## src/design/prsd_pkg.sv

```systemverilog
// ---------------------------------------------------------------------------
// prsd_pkg
// shared types and constants of the palette run-length span decoder
// ---------------------------------------------------------------------------
`default_nettype none

package prsd_pkg;

  // default geometry and run field size
  localparam int DEF_LINE_WIDTH = 320;
  localparam int DEF_LINE_COUNT = 240;
  localparam int DEF_RUN_BITS   = 12;

  // fixed field widths
  localparam int PAL_DEPTH    = 16;
  localparam int PAL_IDX_W    = 4;
  localparam int COLOR_W      = 24;
  localparam int CODE_W       = 16;
  localparam int RUN_FIELD_W  = 12;
  localparam int SCALE_LOG2_W = 2;
  localparam int SCALE_W      = 4;
  localparam int SPAN_X_W     = 9;
  localparam int SPAN_Y_W     = 8;
  localparam int SPAN_WIDTH_W = 9;
  localparam int SPAN_H_W     = 4;
  localparam int CHAN_W       = 8;

  // stream widths
  localparam int IN_TDATA_W  = 48;
  localparam int OUT_TDATA_W = 56;
  localparam int OUT_TUSER_W = 2;

  // depth of the queue between front and back
  localparam int QUEUE_DEPTH = 2;

  // input word kinds
  localparam logic KIND_PALETTE = 1'b0;
  localparam logic KIND_RUN     = 1'b1;

  // classified input word
  typedef struct packed {
    logic                   is_run;
    logic [PAL_IDX_W-1:0]   index;
    logic [COLOR_W-1:0]     color;
    logic [RUN_FIELD_W-1:0] run;
  } cmd_t;

  // head of the queue as seen by the back end
  typedef struct packed {
    logic valid;
    cmd_t cmd;
  } head_t;

  // one result span
  typedef struct packed {
    logic [SPAN_X_W-1:0]     x;
    logic [SPAN_Y_W-1:0]     y;
    logic [SPAN_WIDTH_W-1:0] width;
    logic [SPAN_H_W-1:0]     height;
    logic [CHAN_W-1:0]       red;
    logic [CHAN_W-1:0]       green;
    logic [CHAN_W-1:0]       blue;
    logic                    line_end;
    logic                    frame_end;
    logic                    overrun;
  } span_t;

endpackage

`default_nettype wire

```

## src/design/prsd_front.sv

```systemverilog
// ---------------------------------------------------------------------------
// prsd_front
// accepts input words, classifies them and queues them for the back end
// ---------------------------------------------------------------------------
`default_nettype none

module prsd_front #(
  parameter int RUN_BITS = prsd_pkg::DEF_RUN_BITS
) (
  input  wire logic                            clk,
  input  wire logic                            rst,
  input  wire logic                            s_axis_tvalid,
  output logic                                 s_axis_tready,
  // palette_index[3:0], palette_color[27:4], run_code[43:28]
  input  wire logic [prsd_pkg::IN_TDATA_W-1:0] s_axis_tdata,
  // kind[0]
  input  wire logic                            s_axis_tuser,
  output prsd_pkg::head_t                      head,
  input  wire logic                            pop
);
  import prsd_pkg::*;

  localparam int PTR_W = $clog2(QUEUE_DEPTH);
  localparam int CNT_W = $clog2(QUEUE_DEPTH + 1);

  logic [CODE_W-1:0] code;
  cmd_t              cmd_in;
  logic              push;

  cmd_t              queue [QUEUE_DEPTH];
  logic [PTR_W-1:0]  wr_ptr;
  logic [PTR_W-1:0]  rd_ptr;
  logic [CNT_W-1:0]  count;

  // classify: a run carries its palette entry in the top code bits
  always_comb begin
    code          = s_axis_tdata[43:28];
    cmd_in.is_run = (s_axis_tuser == KIND_RUN);
    cmd_in.color  = s_axis_tdata[27:4];
    cmd_in.run    = RUN_FIELD_W'(code[RUN_BITS-1:0]);
    if (cmd_in.is_run) begin
      cmd_in.index = code[CODE_W-1:CODE_W-PAL_IDX_W];
    end else begin
      cmd_in.index = s_axis_tdata[3:0];
    end
  end

  assign s_axis_tready = (count != CNT_W'(QUEUE_DEPTH));
  assign push          = s_axis_tvalid && s_axis_tready;

  always_ff @(posedge clk) begin
    if (push) begin
      queue[wr_ptr] <= cmd_in;
    end
  end

  always_ff @(posedge clk) begin
    if (rst) begin
      wr_ptr <= '0;
      rd_ptr <= '0;
      count  <= '0;
    end else begin
      if (push) begin
        wr_ptr <= wr_ptr + 1'b1;
      end
      if (pop) begin
        rd_ptr <= rd_ptr + 1'b1;
      end
      if (push && !pop) begin
        count <= count + 1'b1;
      end else if (pop && !push) begin
        count <= count - 1'b1;
      end
    end
  end

  assign head = '{valid: (count != '0), cmd: queue[rd_ptr]};

`ifndef SYNTHESIS
  a_pop_needs_word: assert property (@(posedge clk) disable iff (rst)
    pop |-> count != '0)
    else $error("queue popped while empty");

  a_fill_tracks: assert property (@(posedge clk) disable iff (rst)
    push && !pop |=> count == $past(count) + 1'b1)
    else $error("queue fill count lost a word");

  a_head_holds: assert property (@(posedge clk) disable iff (rst)
    head.valid && !pop |=> head.valid && $stable(head.cmd))
    else $error("waiting head word changed");
`endif

endmodule

`default_nettype wire

```

## src/design/prsd_back.sv

```systemverilog
// ---------------------------------------------------------------------------
// prsd_back
// palette store, position tracking and registered span output
// ---------------------------------------------------------------------------
`default_nettype none

module prsd_back #(
  parameter int LINE_WIDTH = prsd_pkg::DEF_LINE_WIDTH,
  parameter int LINE_COUNT = prsd_pkg::DEF_LINE_COUNT,
  parameter int RUN_BITS   = prsd_pkg::DEF_RUN_BITS
) (
  input  wire logic                              clk,
  input  wire logic                              rst,
  input  wire prsd_pkg::head_t                   head,
  output logic                                   pop,
  input  wire logic [prsd_pkg::SCALE_LOG2_W-1:0] scale_log2,
  output logic                                   m_axis_tvalid,
  input  wire logic                              m_axis_tready,
  // span_x[8:0], span_y[16:9], span_width[25:17], span_height[29:26],
  // red[37:30], green[45:38], blue[53:46]
  output logic [prsd_pkg::OUT_TDATA_W-1:0]       m_axis_tdata,
  // line_end
  output logic                                   m_axis_tlast,
  // frame_end[0], overrun[1]
  output logic [prsd_pkg::OUT_TUSER_W-1:0]       m_axis_tuser
);
  import prsd_pkg::*;

  localparam int COL_W  = $clog2(LINE_WIDTH + 1);
  localparam int ROW_W  = $clog2(LINE_COUNT + 8);
  localparam int WIDE_W = RUN_BITS + 3;
  localparam int CMP_W  = (WIDE_W > COL_W) ? WIDE_W : COL_W;

  logic [COLOR_W-1:0] palette [PAL_DEPTH];
  logic [COL_W-1:0]   col;
  logic [ROW_W-1:0]   row;
  logic               out_valid;
  span_t              out_span;

  logic [RUN_BITS-1:0] run;
  logic [SCALE_W-1:0]  scale;
  logic [WIDE_W-1:0]   wide;
  logic [COL_W-1:0]    room;
  logic [ROW_W-1:0]    rows_left;
  logic [ROW_W-1:0]    row_sum;
  logic [COL_W-1:0]    width;
  logic [SPAN_H_W-1:0] height;
  logic [COLOR_W-1:0]  color;
  logic                overrun;
  logic                line_end;
  logic                frame_end;
  logic                load;
  span_t               span_next;

  always_comb begin
    run       = head.cmd.run[RUN_BITS-1:0];
    scale     = SCALE_W'(1) << scale_log2;
    wide      = WIDE_W'(run) << scale_log2;
    room      = COL_W'(LINE_WIDTH) - col;
    overrun   = CMP_W'(wide) > CMP_W'(room);
    width     = overrun ? room : COL_W'(wide);
    line_end  = (run != '0) && (CMP_W'(wide) >= CMP_W'(room));
    rows_left = ROW_W'(LINE_COUNT) - row;
    row_sum   = row + ROW_W'(scale);
    frame_end = line_end && (row_sum >= ROW_W'(LINE_COUNT));
    if (ROW_W'(scale) < rows_left) begin
      height = SPAN_H_W'(scale);
    end else begin
      height = SPAN_H_W'(rows_left);
    end
    color = palette[head.cmd.index];

    span_next.x         = SPAN_X_W'(col);
    span_next.y         = SPAN_Y_W'(row);
    span_next.width     = SPAN_WIDTH_W'(width);
    span_next.height    = height;
    span_next.red       = color[23:16];
    span_next.green     = color[15:8];
    span_next.blue      = color[7:0];
    span_next.line_end  = line_end;
    span_next.frame_end = frame_end;
    span_next.overrun   = overrun;
  end

  // palette writes never wait on the output side
  assign pop  = head.valid && (!head.cmd.is_run || !out_valid || m_axis_tready);
  assign load = pop && head.cmd.is_run;

  always_ff @(posedge clk) begin
    if (pop && !head.cmd.is_run) begin
      palette[head.cmd.index] <= head.cmd.color;
    end
  end

  always_ff @(posedge clk) begin
    if (load) begin
      out_span <= span_next;
    end
  end

  always_ff @(posedge clk) begin
    if (rst) begin
      col       <= '0;
      row       <= '0;
      out_valid <= 1'b0;
    end else begin
      if (load) begin
        out_valid <= 1'b1;
      end else if (m_axis_tready) begin
        out_valid <= 1'b0;
      end
      if (load) begin
        if (line_end) begin
          col <= '0;
          row <= frame_end ? '0 : row_sum;
        end else begin
          col <= col + width;
        end
      end
    end
  end

  assign m_axis_tvalid = out_valid;
  assign m_axis_tdata  = OUT_TDATA_W'({out_span.blue, out_span.green, out_span.red,
                                       out_span.height, out_span.width,
                                       out_span.y, out_span.x});
  assign m_axis_tlast  = out_span.line_end;
  assign m_axis_tuser  = {out_span.overrun, out_span.frame_end};

`ifndef SYNTHESIS
  a_line_wraps: assert property (@(posedge clk) disable iff (rst)
    load && line_end |=> col == '0)
    else $error("column did not wrap at line end");

  a_row_holds: assert property (@(posedge clk) disable iff (rst)
    load && !line_end |=> row == $past(row))
    else $error("row moved inside a line");

  a_empty_run_holds: assert property (@(posedge clk) disable iff (rst)
    load && run == '0 |=> col == $past(col))
    else $error("zero-length run moved the column");
`endif

endmodule

`default_nettype wire

```

## src/design/palette_rle_span_decoder_unit.sv

```systemverilog
// ---------------------------------------------------------------------------
// palette_rle_span_decoder_unit
// turns palette writes and run codes into coloured spans on a raster
// ---------------------------------------------------------------------------
// Each input word is either a palette write (tuser low) or a run code
// (tuser high). A run code yields one span at the current position, run
// times the scale wide and the scale high, clipped at the line end (then
// flagged as overrun) and at the bottom of the frame; a palette write yields
// nothing. The block takes one word per cycle while the output keeps up: a
// word taken enters a two-word queue, and when the back end pops a run code
// it loads the span into the output register, from which it is offered on the
// output. The one-word-per-cycle rate is set by the position update in the
// back end, where width, clip compare and column add are combinational for
// each run. While the output stalls, a palette write at the queue head still
// drains, but a run code waits at the head and words fill the queue behind
// it; once it is full the input drops ready, and after the stall clears the
// input stays not ready until the registered fill count drops. A palette
// write takes effect for every run code that follows it. Reading a palette
// entry never written gives an undefined colour. The scale register is
// written through the cfg channel, which is always ready; the user must
// write it only while the block is idle, as the block does not enforce this.
// ---------------------------------------------------------------------------
`default_nettype none

module palette_rle_span_decoder_unit #(
  parameter int LINE_WIDTH = prsd_pkg::DEF_LINE_WIDTH,
  parameter int LINE_COUNT = prsd_pkg::DEF_LINE_COUNT,
  parameter int RUN_BITS   = prsd_pkg::DEF_RUN_BITS
) (
  input  wire logic                              clk,
  input  wire logic                              rst,
  // scale register write channel
  input  wire logic                              cfg_valid,
  output logic                                   cfg_ready,
  // scale_log2[1:0]
  input  wire logic [prsd_pkg::SCALE_LOG2_W-1:0] cfg_data,
  // input words
  input  wire logic                              s_axis_tvalid,
  output logic                                   s_axis_tready,
  // palette_index[3:0], palette_color[27:4], run_code[43:28]
  input  wire logic [prsd_pkg::IN_TDATA_W-1:0]   s_axis_tdata,
  // kind[0]
  input  wire logic                              s_axis_tuser,
  // output spans
  output logic                                   m_axis_tvalid,
  input  wire logic                              m_axis_tready,
  // span_x[8:0], span_y[16:9], span_width[25:17], span_height[29:26],
  // red[37:30], green[45:38], blue[53:46]
  output logic [prsd_pkg::OUT_TDATA_W-1:0]       m_axis_tdata,
  // line_end
  output logic                                   m_axis_tlast,
  // frame_end[0], overrun[1]
  output logic [prsd_pkg::OUT_TUSER_W-1:0]       m_axis_tuser
);
  import prsd_pkg::*;

  logic [SCALE_LOG2_W-1:0] scale_log2;
  head_t                   head;
  logic                    pop;

  // scale register, factor 1 after reset
  assign cfg_ready = 1'b1;

  always_ff @(posedge clk) begin
    if (rst) begin
      scale_log2 <= '0;
    end else if (cfg_valid) begin
      scale_log2 <= cfg_data;
    end
  end

  // front end: classify and queue
  prsd_front #(
    .RUN_BITS (RUN_BITS)
  ) u_front (
    .clk           (clk),
    .rst           (rst),
    .s_axis_tvalid (s_axis_tvalid),
    .s_axis_tready (s_axis_tready),
    .s_axis_tdata  (s_axis_tdata),
    .s_axis_tuser  (s_axis_tuser),
    .head          (head),
    .pop           (pop)
  );

  // back end: palette, position and span register
  prsd_back #(
    .LINE_WIDTH (LINE_WIDTH),
    .LINE_COUNT (LINE_COUNT),
    .RUN_BITS   (RUN_BITS)
  ) u_back (
    .clk           (clk),
    .rst           (rst),
    .head          (head),
    .pop           (pop),
    .scale_log2    (scale_log2),
    .m_axis_tvalid (m_axis_tvalid),
    .m_axis_tready (m_axis_tready),
    .m_axis_tdata  (m_axis_tdata),
    .m_axis_tlast  (m_axis_tlast),
    .m_axis_tuser  (m_axis_tuser)
  );

endmodule

`default_nettype wire
```

## config.mk

```make
export PLATFORM = sky130hd
export DESIGN_NAME = palette_rle_span_decoder_unit
export DESIGN_NICKNAME = d
export VERILOG_FILES = /design/src/design/prsd_pkg.sv /design/src/design/prsd_front.sv /design/src/design/prsd_back.sv /design/src/design/palette_rle_span_decoder_unit.sv
export SDC_FILE = /design/constraint.sdc
export NUM_CORES = 1
export LEC_CHECK = 0
export BUFFER_PORTS_ARGS = -buffer_cell sky130_fd_sc_hd__buf_2
export CORE_ASPECT_RATIO = 1.2
export CORE_MARGIN = 3
export CORE_UTILIZATION = 40
export CTS_CLUSTER_DIAMETER = 40
export DETAILED_ROUTE_END_ITERATION = 10
export HOLD_SLACK_MARGIN = 0.02
export PLACE_DENSITY_LB_ADDON = 0.15
export SLEW_MARGIN = 5
export SYNTH_ARGS = -nofsm -noshare
export SYNTH_HDL_FRONTEND = slang
export SYNTH_HIERARCHICAL = 1
export SYNTH_SLANG_ARGS = --single-unit
```

## constraint.sdc

```tcl
create_clock -name clk -period 6.1 [get_ports clk]
set_input_delay 1.22 -clock clk [delete_from_list [all_inputs] [get_ports clk]]
set_output_delay 1.22 -clock clk [all_outputs]
set_load 0.02 [all_outputs]
```

Word level (Yosys, flattened, before mapping)

Memory sizes are Yosys's and may differ from the RTL's. A register that Yosys moved wholly into a read port is not among the register bits.
Cells that the tools add are included.

Order comparisons: 4
Reduce and logical (&&, ||, !) cells: 19
$add $sub $neg: 8
Equality and inequality tests: 1
Muxes and demuxes: 15
Shift-type cells: 2

Operators by type and width:

| operator                                                           | number |
|---|---|
| 9-bit two-way mux                                                  | 2 |
| 15-bit by 9-bit >= comparator with 1-bit output                    | 1 |
| 15-bit by 9-bit > comparator with 1-bit output                     | 1 |
| 12-bit by 2-bit left shift with 15-bit output                      | 1 |
| 12-bit nonzero test                                                | 1 |
| 9-bit adder                                                        | 1 |
| 9-bit subtractor, first input constant                             | 1 |
| 8-bit by 4-bit adder with 8-bit output                             | 1 |
| 8-bit >= comparator, second input constant                         | 1 |
| 1-bit logical AND                                                  | 8 |
| 4-bit by 8-bit less-than comparator with 1-bit output              | 1 |
| 1-bit two-way mux                                                  | 8 |
| 4-bit two-way mux                                                  | 2 |
| 8-bit two-way mux                                                  | 1 |
| 8-bit subtractor, first input constant                             | 1 |
| 2-bit nonzero test                                                 | 3 |
| 1-bit zero test                                                    | 4 |
| 2-bit two-way mux                                                  | 2 |
| 1-bit by 2-bit left shift with 4-bit output, first input constant  | 1 |
| 1-bit adder, second input constant                                 | 2 |
| 2-bit by 1-bit adder with 2-bit output, second input constant      | 1 |
| 1-bit logical OR                                                   | 2 |
| 2-bit inequality test, second input constant                       | 1 |
| 2-bit AND reduction                                                | 1 |
| 2-bit by 1-bit subtractor with 2-bit output, second input constant | 1 |

Register bits after elaboration: 57
Memory bits (writable): 466
Output and inout bits: 62
Logic and storage cells: 65
Memories kept: 2
Input port bits: 56

Memories:

| name           | depth | bits a word | rd ports | clocked after memory_dff | wr ports | line             | text |
|---|---|---|---|---|---|---|---|
| u_back.palette | 16    | 24          | 1        | 1                        | 1        | prsd_back.sv:34  | `logic [COLOR_W-1:0] palette [PAL_DEPTH];` |
| u_front.queue  | 2     | 41          | 1        | 1                        | 1        | prsd_front.sv:30 | `cmd_t queue [QUEUE_DEPTH];` |

Logic depth before layout (Yosys ltp)

Depth in word-level cells: 7
Mapped depth: 23
Gate-level depth less buffers: 21

Hierarchy

Netlist, hierarchy kept.

By module, submodules not included:

| module                        | times used | area an instance (um^2) | seq. area each (um^2) | cells each |
|---|---|---|---|---|
| prsd_back                     | 1          | 18511.5                 | 13603.0               | 919 |
| prsd_front                    | 1          | 3223.1                  | 2562.5                | 156 |
| palette_rle_span_decoder_unit | 1          | 78.8                    | 40.0                  | 8 |

Least setup slack after synthesis

No wires, ideal clock.

Path type: reg2reg
Start point: register with a tool-made name
End point: register u_back.col[6]
Path slack: 1801 ps
Period minus slack after synthesis: 4299 ps
Required time: 6026 ps
Cell stages (with the launch flop): 19
Path buffers: 3
Setup time: 74 ps
Data arrival time: 4225 ps
Cells stage by stage: dfxtp_1 -> buf_2 -> buf_2 -> mux2_2 -> mux4_2 -> ha_1 -> nand2_1 -> o32ai_1 -> a31o_2 -> clkbuf_1 -> a21oi_1 -> a31o_2 -> ha_1 -> and2_1 -> a22o_1 -> a311oi_1 -> xnor2_1 -> nand3_1 -> a21oi_1

RTL lines:

| element              | line             | text |
|---|---|---|
| to (signal assigned) | prsd_back.sv:117 | `col <= col + width;` |
| to (decl)            | prsd_back.sv:35  | `logic [COL_W-1:0] col;` |

==> run summary <==
========================================================================================================
CP Class                                                                                    flop to flop
Setup slack, reg-to-reg                                                                          1010 ps
DP Wirelength                                                                                   28400 µm
Power density relative to cell area                                                           449 mW/mm²
Post-CTS clock slew at the launch and capture registers of the worst setup and hold paths          60 ps
Initial DRT Pass Iterations                                                                            4
Count of boundary I/O pins                                                                           118
Detailed-route via count                                                                           10600
Worst path arrival time                                                                          5540 ps
Number of antenna violations at the first check in global routing                                      1
Peak supply drop                                                                                0.234 mV
Synth Area in Adders                                                                               1.85%
Area fraction in and, or, nand and nor cells after synthesis                                       2.92%
Normalized max-slew margin                                                                         23.1%
Post-synthesis cell count                                                                           1083
Delay of the slowest cell on the worst path                                                       780 ps
Hold Crit Class                                                                             flop to flop
Final setup violation count                                                                            0
Floorplan core area                                                                           0.0538 mm²
Setup Slack @ Placement                                                                          1000 ps
Post-synthesis instance area                                                                  0.0218 mm²
DRT antenna net count                                                                                  0
CP max-delay cell                                                                                dfxtp_2
Start point of the worst hold path                                                          u_front/rd_ptr$_SDFFE_PP0P_
Req. time, crit path                                                                             6550 ps
Dominant combinational cell family by area after synthesis                                  multiplexers
Drt total wl                                                                                    47000 µm
Setup Total Neg Slack                                                                               0 ps
Critical Path Source Type                                                                           flop
Starting DRT DRC Count                                                                               690
Most used flip-flop cell after synthesis                                                        edfxtp_1
Placed cell count                                                                                   1885
EDFF count, synth                                                                                    523
Quantity of gates resized following cts                                                                0
Worst r2r dst                                                                               u_back/col[8]$_SDFFE_PP0P_
Proportion of register bits with asynchronous set or reset after synthesis                            0%
Number of global-route vias before repair                                                          11200
Hold Path Cell Cnt                                                                                     2
Post-CTS Repair Setup Buffers                                                                          0
Routed via count divided by cell count                                                              5.26
Area share of xor/xnor cells in the synthesized design                                            0.803%
Post-CTS Hold Fix Bufs                                                                                 0
Run status                                                                                  complete, no violations
Layout cells sized above 1                                                                         35.1%
CP endpoint kind                                                                                    flop
Number of CTS-inserted buffers                                                                        73
End point of the worst hold path                                                            u_front/rd_ptr$_SDFFE_PP0P_
Final cell utilization of the core                                                                 47.9%
LEAKAGE                                                                                          8.58 nW
Count of warnings emitted by yosys                                                                     6
Library cells used by synthesis                                                                       59
Vertical extent of the die                                                                        262 µm
Root buf cell                                                                                  clkbuf_16
Final nets                                                                                          1335
Flops & latches, synth                                                                               548
Total number of placement rows                                                                        93
Mux share of post-synthesis cell area                                                              15.7%
Growth of design area from synthesis to finish                                                     18.1%
Cell depth of the worst flop-to-flop path                                                             17
Tcrit/Tclk final                                                                                   83.4%
Hold violation total from the final report                                                             0
CTS tree                                                                                             yes
Latest clock arrival within the worst-skew pair                                                   600 ps
Final setup margin                                                                               1010 ps
Final worst clock skew                                                                           24.5 ps
Ordered cell list for the critical path                                                     mux2_2, mux4_2, ha_1, nand2_1, o32ai_1, a31o_2, nand2_1, o21ai_0, ha_1, inv_1, fa_1, inv_1, a21o_1, a31oi_1, a221oi_1, a32o_1, nor3_1
Sequential share of the synthesized area                                                           74.3%
Tot GR Track Use                                                                                   16.7%
CTS HTree Levels                                                                                       3
Sinks on Clock Net                                                                                   548
Quantity of I/O buffers inserted on ports                                                            110
Max-capacitance violation count                                                                        0
Crit path time final                                                                             5090 ps
Compound-cell area share of the yosys netlist                                                      2.95%
Highest-count cells in the layout ignoring fill and taps                                    edfxtp_1 (523), mux4_2 (121), buf_2 (110), clkbuf_16 (74), mux2_2 (41)
Most frequent standard cell in the layout excluding fill and tap cells                          edfxtp_1
Avg Inst Size Synth                                                                             20.1 µm²
Final Wtd Congestion                                                                               0.815
Highest Clock Rate                                                                             0.197 GHz
Die ar.                                                                                       0.0574 mm²
Worst Max-Slew Pin Slew                                                                          1150 ps
Fin. max-slew vios                                                                                     0
Wire length of the first global-routing pass                                                    70300 µm
DR DRC count                                                                                           0
Largest fanout of any net on the critical path                                                        23
Die width                                                                                         219 µm
Aggregate global routing overflow                                                                      0
RSZ-0062 raised after global routing                                                               false
Worst-case clock buffer depth                                                                          3
Starting utilization of the core area                                                              40.6%
Average wire length per cell after detail routing                                                23.2 µm
Count of non-filler cells in the finished layout                                                    2022
Largest net degree at the start of global routing                                                     73
Worst hold slack                                                                                  517 ps
========================================================================================================
per-layer routing:
layer  up-vias  global-route usage, %  share of wire [%]
met1      5584                   20.0                 40
met3        65                   3.02                3.8
met5         -                      0                  0
li1       4791                      -                  -
met4         0                   5.98                2.2
met2       200                   30.1                 54
cell usage after synthesis (3+ instances only):
cell type	number	area (µm²)
buf_4	4	30.0
a21oi_1	34	170
a31oi_1	7	43.8
ha_1	29	363
a211oi_1	4	30.0
nand3_1	9	45.0
inv_1	21	78.8
mux2_1	3	33.8
nand2_1	23	86.3
xnor2_1	10	87.6
buf_2	17	85.1
edfxtp_1	523	15700
and3_1	3	18.8
o21a_1	5	37.5
nor2_1	38	143
buf_1	7	26.3
a311oi_1	4	35.0
or3_1	7	43.8
mux2i_1	18	180
nor4_1	3	18.8
dfxtp_1	25	500
mux4_2	121	2730
mux2_2	43	484
o21ai_0	16	80.1
and2_1	3	18.8
nand4_1	5	31.3
nand3b_1	3	22.5
clkbuf_1	22	82.6
a31o_2	6	52.6
nor3_1	10	50.1
a21o_1	5	37.5
nand2b_1	7	43.8
xor2_1	10	87.6
nor2b_1	4	25.0
logic make-up after synthesis:
kind of cell,Yosys count
adder cells (fa/ha/maj),31
AND/OR/NAND/NOR,125
AO/OA/AOI/OAI,99
flip-flops,548
multiplexers,185
XOR/XNOR,20
other,2
buffers and inverters,73
power by group:
part / switching, mW / internal (mW) / total [mW]
Clock: 1.68 / 2.46 / 4.14
Sequential: 0.116 / 4.79 / 4.91
Combinational: 1.51 / 1.01 / 2.51
Total: 3.31 / 8.26 / 11.6
sequential cells by signal, indices dropped and copies added, names as in the netlist, named ones only:
| register | flops |
|---|---|
| u_back/palette | 384 |
| u_front/queue | 82 |
| u_back/m_axis_tdata | 54 |
| u_back/col | 9 |
| u_back/row | 8 |
| scale_log2 | 2 |
| u_back/m_axis_tuser | 2 |
| u_front/count | 2 |
| u_back/m_axis_tlast | 1 |
| u_back/m_axis_tvalid | 1 |
| u_front/rd_ptr | 1 |
| u_front/wr_ptr | 1 |
area by class of cell:
type                            count  area, µm²
Inverter                           22       83.8
Timing Repair Buffer              140        813
Sequential cell                   548      16200
Tap cell                          712        891
Antenna cell                        1       2.50
Clock buffer                       81       1880
Fill cell                        4496      28000
Multi-Input combinational cell    463       5360
Clock inverter                     55        527
through the flow:
| stage | instance area, µm² | total power [mW] |
|---|---|---|
| after detailed placement | 23400 | 7.58 |
| after floorplan | 21800 | 6.75 |
| after global placement | 23400 | 7.54 |
| final | 25800 | 11.6 |
| after global routing | 25800 | 12.1 |
| after CTS | 25800 | 11.8 |
worst max path at each step:
| stage | slack (ps) | to | start |
|---|---|---|---|
| floorplan | 1800 | u_back/col[6]$_SDFFE_PP0P_ | flop |
| global placement | 1050 | u_back/col[8]$_SDFFE_PP0P_ | flop |
| detailed placement | 1000 | u_back/col[8]$_SDFFE_PP0P_ | flop |
| CTS | 950 | u_back/col[8]$_SDFFE_PP0P_ | flop |
| global route | 570 | u_back/col[8]$_SDFFE_PP0P_ | flop |
| finish | 1010 | u_back/col[8]$_SDFFE_PP0P_ | flop |
critical path, delay by kind of cell (launching register included):
family,cells,cell delay [ps]
AND/OR/NAND/NOR,3,370
multiplexers,2,990
AO/OA/AOI/OAI,7,1670
adder cells (fa/ha/maj),3,990
buffers and inverters,2,120
flip-flops,1,780
(Power assumes the default switching activity.)
